<file path="config.mk">
export PLATFORM = sky130hd
export DESIGN_NAME = mhtc_front
export DESIGN_NICKNAME = d
export VERILOG_FILES = /design/src/hw/rtl/mhtc_pkg.sv /design/src/hw/rtl/mhtc_front.sv
export SDC_FILE = /design/constraint.sdc
export NUM_CORES = 2
export LEC_CHECK = 0
export ABC_AREA = 1
export BUFFER_PORTS_ARGS = -buffer_cell sky130_fd_sc_hd__buf_2
export CORE_MARGIN = 2
export CORE_UTILIZATION = 50
export DETAILED_ROUTE_END_ITERATION = 8
export HOLD_SLACK_MARGIN = 0.02
export PLACE_DENSITY = 0.75
export SYNTH_ARGS = -nofsm -noshare
export SYNTH_HDL_FRONTEND = slang
export SYNTH_SLANG_ARGS = --single-unit
</file>
<file path="constraint.sdc">
create_clock -name clk -period 9.1 [get_ports clk]
set_input_delay 0.455 -clock clk [delete_from_list [all_inputs] [get_ports clk]]
set_output_delay 0.455 -clock clk [all_outputs]
set_load 0.02 [all_outputs]
</file>
<file path="src/hw/rtl/mhtc_pkg.sv">
package mhtc_pkg;

  localparam logic [31:0] REUSE_RESET = 32'd86400;
  localparam int unsigned MULT_COUNT = 4;

  function automatic logic [31:0] mult_const(input logic [1:0] h);
    logic [31:0] m;
    unique case (h)
      2'd0: m = 32'd1072573589;
      2'd1: m = 32'd3465827623;
      2'd2: m = 32'd2848548977;
      default: m = 32'd748191707;
    endcase
    return m;
  endfunction

  typedef enum logic [2:0] {
    HS_IDLE,
    HS_MUL,
    HS_RCP,
    HS_QNB,
    HS_FIX
  } hs_state_t;

  typedef enum logic [2:0] {
    BK_CLEAR,
    BK_IDLE,
    BK_READ,
    BK_WALK,
    BK_WRITE,
    BK_DONE
  } bk_state_t;

  typedef struct packed {
    logic        mode;
    logic [31:0] key;
    logic [31:0] now;
    logic [31:0] payload;
  } mhtc_cmd_t;

endpackage

</file>
<file path="src/hw/rtl/mhtc_front.sv">
module mhtc_front
  import mhtc_pkg::*;
#(
  parameter int NUM_BUCKETS = 1021,
  parameter int NUM_HASHES  = 4
) (
  input  logic                            clk,
  input  logic                            rst_n,
  input  logic                            take,
  input  mhtc_cmd_t                       cmd,
  input  logic                            deq,
  output logic                            q_valid,
  output mhtc_cmd_t                       q_cmd,
  output logic [NUM_HASHES-1:0][$clog2(NUM_BUCKETS)-1:0] q_bkt
);

  localparam int BW = $clog2(NUM_BUCKETS);
  localparam logic [63:0] SPAN  = 64'h1_0000_0000;
  localparam logic [31:0] NB    = 32'(NUM_BUCKETS);
  localparam logic [31:0] RECIP = 32'(SPAN / 64'(NUM_BUCKETS));

  hs_state_t hs_r, hs_nxt;
  logic [1:0]  h_r, h_nxt;
  logic [31:0] prod_r;
  logic [31:0] quo_r;
  logic [31:0] rem_r;
  mhtc_cmd_t   cmd_r;
  logic [NUM_HASHES-1:0][BW-1:0] bkt_r;
  logic q_valid_r;
  logic [63:0] rcp_full;
  logic [31:0] qnb, red;
  logic        last_h;

  // reciprocal estimate of the quotient is low by at most one
  assign rcp_full = 64'(prod_r) * 64'(RECIP);
  assign qnb      = quo_r * NB;
  assign red      = (rem_r >= NB) ? rem_r - NB : rem_r;
  assign last_h   = (h_r == 2'(NUM_HASHES - 1));

  always_comb begin
    hs_nxt = hs_r;
    h_nxt  = h_r;
    unique case (hs_r)
      HS_IDLE: begin
        h_nxt = 2'd0;
        if (take) hs_nxt = HS_MUL;
      end
      HS_MUL: hs_nxt = HS_RCP;
      HS_RCP: hs_nxt = HS_QNB;
      HS_QNB: hs_nxt = HS_FIX;
      HS_FIX: begin
        if (last_h) begin
          hs_nxt = HS_IDLE;
        end else begin
          hs_nxt = HS_MUL;
          h_nxt  = h_r + 2'd1;
        end
      end
      default: hs_nxt = HS_IDLE;
    endcase
  end

  always_ff @(posedge clk) begin
    if (!rst_n) begin
      hs_r      <= HS_IDLE;
      h_r       <= 2'd0;
      q_valid_r <= 1'b0;
    end else begin
      hs_r <= hs_nxt;
      h_r  <= h_nxt;
      if (hs_r == HS_FIX && last_h) begin
        q_valid_r <= 1'b1;
      end else if (deq) begin
        q_valid_r <= 1'b0;
      end
    end
  end

  always_ff @(posedge clk) begin
    if (hs_r == HS_IDLE && take) cmd_r <= cmd;
    if (hs_r == HS_MUL) prod_r <= cmd_r.key * mult_const(h_r);
    if (hs_r == HS_RCP) quo_r <= rcp_full[63:32];
    if (hs_r == HS_QNB) rem_r <= prod_r - qnb;
    if (hs_r == HS_FIX) bkt_r[h_r] <= red[BW-1:0];
  end

  assign q_valid = q_valid_r;
  assign q_cmd   = cmd_r;
  assign q_bkt   = bkt_r;

endmodule

</file>
==> flow_summary.yaml <==
floorplanning:
  rows: 98
  die_area_mm2: 0.0743
  ioPinCount: 239
  start_util: 0.505
  die_h_um: 273
  core_mm2: 0.0715
  die_w_um: 273
global_route:
  grt_usage: 0.273
  grt_max_degree: 72
  grt_pass1_wl_um: 155000
  grt_overflow: 0
  antenna_found_initial: 0
  grt_pass1_vias: 28394
detailed_routing:
  wl_um: 98900
  first_iter_violations: 1969
  dr_total_vias: 26472
  drc_errors: 0
  vias_per_cell: 5.17
  dr.pass1.iters: 7
  ant_nets: 0
  avgRoutedWirePerCell_um: 19.3
finish:
  diodes: 0
  fillers: 6217
  area_growth_pct: 11.4
  nets: 5378
  layout-drive-gt1-share: 0.0757
  stdcell_area_mm2: 0.0402
sta:
  finalCritPeriodShare: 0.911
  rsz0062_at_grt: "false"
  max-slew-margin-rel: 0.181
  setup_viol: 0
  tightest_slew_ns: 1.22
  fmax_ghz: 0.121
  fin_setup_tns_ns: 0
  slew_viol_final: 0
  period_minus_slack_ns: 8.29
  skew_ns: 0.0593
  hold_viol: 0
synthesis:
  ys_seq_area_frac: 0.190
  synth-edff-count: 224
  synth-main-ff-cell: "edfxtp_1"
  synthCells: 3818
  synth-async-reset-ratio: 0
  synth_warnings: 0
  ys_ff_latch: 230
  syn_nets: 5044
  syn_area_per_cell_um2: 9.45
  syn_area_mm2: 0.0361
  synth_cell_types: 43
cts:
  cts_setup_buffers: 0
  clk_latency_ns: 0.62
  cts_tree: "done"
  clockBufferDepth: 3
  clkSlewWorstSetupHoldPaths_ns: 0.07
  h-tree-depth: 1
  cts_sinks: 230
  cts_buffers: 28
  root_buffer: "clkbuf_16"
flow_run:
  maxCapViolations: 0
placed_design:
  port_buffers: 238
  gp_congestion: 0.987
  place_area_mm2: 0.0384
  place_hpwl_um: 83800
critical_path:
  cp.required_ns: 9.42
  worstReg2RegEnd: "prod_r[31]"
  cp_slowest_stage_delay_ns: 0.93
  crit_path_end_kind: "flop"
  crit_arrival_ns: 8.61
  path_delay_family: "adder cells"
  crit_fanout: 21
  path_buf_inv: 7
  endpoint: "prod_r[31]"
  startpoint: "h_r[0]"
  cp-start-kind: "flop"
  crit_top_cell: "fa_1"
  regToRegSetupSlack_ns: 0.81
  critPathSlowestCell: "o21ai_2"
  crit_type: "reg2reg"
  ff2ff_path_depth: 26
  cp.depth: 26
  r2r_start: "h_r[0]"
min_path:
  min_path_type: "in2reg"
status:
  outcome: "completed"
## cell usage in the layout (no fill, tap or decap), drive strengths merged, types with 2 or more instances in the layout
cell type / count
a211oi: 3
a21boi: 10
a21o: 17
a21oi: 97
a221oi: 3
a22oi: 2
a31oi: 24
and3: 2
buf: 252
bufinv: 2
clkbuf: 36
clkinv: 8
clkinvlp: 3
dfxtp: 6
dlygate4sd3: 89
edfxtp: 224
fa: 611
ha: 514
inv: 1135
nand2: 530
nand3: 90
nand3b: 4
nand4: 14
nor2: 256
nor3: 16
nor4: 9
o211ai: 4
o21a: 11
o21ai: 80
o21bai: 13
o221ai: 3
o31ai: 5
xnor2: 22
xor2: 76
## registers in the layout, indices dropped and copies added, names as in the netlist
| register | flops |
|---|---|
| h_r | 2 |
| hs_r | 3 |
| prod_r | 32 |
| q_bkt | 40 |
| q_cmd | 97 |
| q_valid | 1 |
| quo_r | 23 |
| rem_r | 32 |
## repair_timing
action                                 4_1_cts  5_1_grt
hold buffers                                89        0
resized for setup                            0        0
setup endpoints to repair                    0        0
endpoints found under the hold margin       89        0
## cell type report
| class | count | area (um^2) | area share |
|---|---|---|---|
| Clock inverter | 15 | 154 | 0.00383 |
| Clock buffer | 36 | 751 | 0.0187 |
| Tap cell | 950 | 1190 | 0.0296 |
| Timing Repair Buffer | 341 | 2190 | 0.0544 |
| Multi-Input combinational cell | 2418 | 24800 | 0.618 |
| Inverter | 1133 | 4250 | 0.106 |
| Sequential cell | 230 | 6850 | 0.170 |
## cell families after synthesis
kind of cell               Yosys count  share of synthesized area
AOI/OAI and AO/OA                  273                     0.0442
buffers and inverters             1170                      0.123
adders and majority gates         1125                      0.517
xor gates and xnor gates            98                     0.0238
and+or+nand+nor                    922                      0.103
DFF                                230                      0.190
## worst min-delay path by stage
stage	slack, ns	endpoint	cells past startpoint	start
6_report	0.03	q_cmd[80]	1	cmd[80]
5_1_grt	0.02	q_cmd[75]	1	cmd[75]
3_5_place_dp	0.51	hs_r[2]	1	hs_r[2]
2_1_floorplan	0.44	hs_r[2]	1	hs_r[2]
3_3_place_gp	0.50	hs_r[2]	1	hs_r[2]
4_1_cts	0.02	q_cmd[75]	1	cmd[75]
## routing by layer
layer	GRT usage	up-vias	part of all wire
met1	0.342	12938	0.39
met3	0.0415	262	0.072
met4	0.109	0	0.048
met2	0.474	1064	0.49
met5	0	-	0
li1	-	12208	-
## synth_stat cells (all sizes together) (5+ instances only)
library cell  count  area [um^2]
inv            1132         4250
fa              611        12200
nand2           530         2000
ha              514         6430
nor2            256          976
edfxtp          224         6730
a21oi            97          489
nand3            90          450
o21ai            80          404
xor2             76          666
a31oi            24          150
buf              24          125
xnor2            22          193
a21o             17          128
nor3             16         80.1
nand4            14         87.6
clkbuf           13         48.8
o21bai           13         97.6
o21a             11         82.6
a21boi           10         75.1
nor4              9         56.3
dfxtp             6          120
o31ai             5         37.5
## stage by stage
step | worst slack (ns) | cells | util | hold slack [ns]
floorplan | 1.72 | 3818 | - | 0.445
global route | 0.550 | 5123 | 0.563 | 0.0222
CTS | 0.985 | 5123 | 0.563 | 0.0203
finish | 0.809 | 5123 | 0.563 | 0.0336
global placement | 1.18 | 4983 | 0.537 | 0.499
detailed placement | 1.07 | 4983 | 0.537 | 0.513
Power is left out: the tool's default activity adds up to more than one toggle a clock period on the data nets, which glitch-free logic cannot reach.
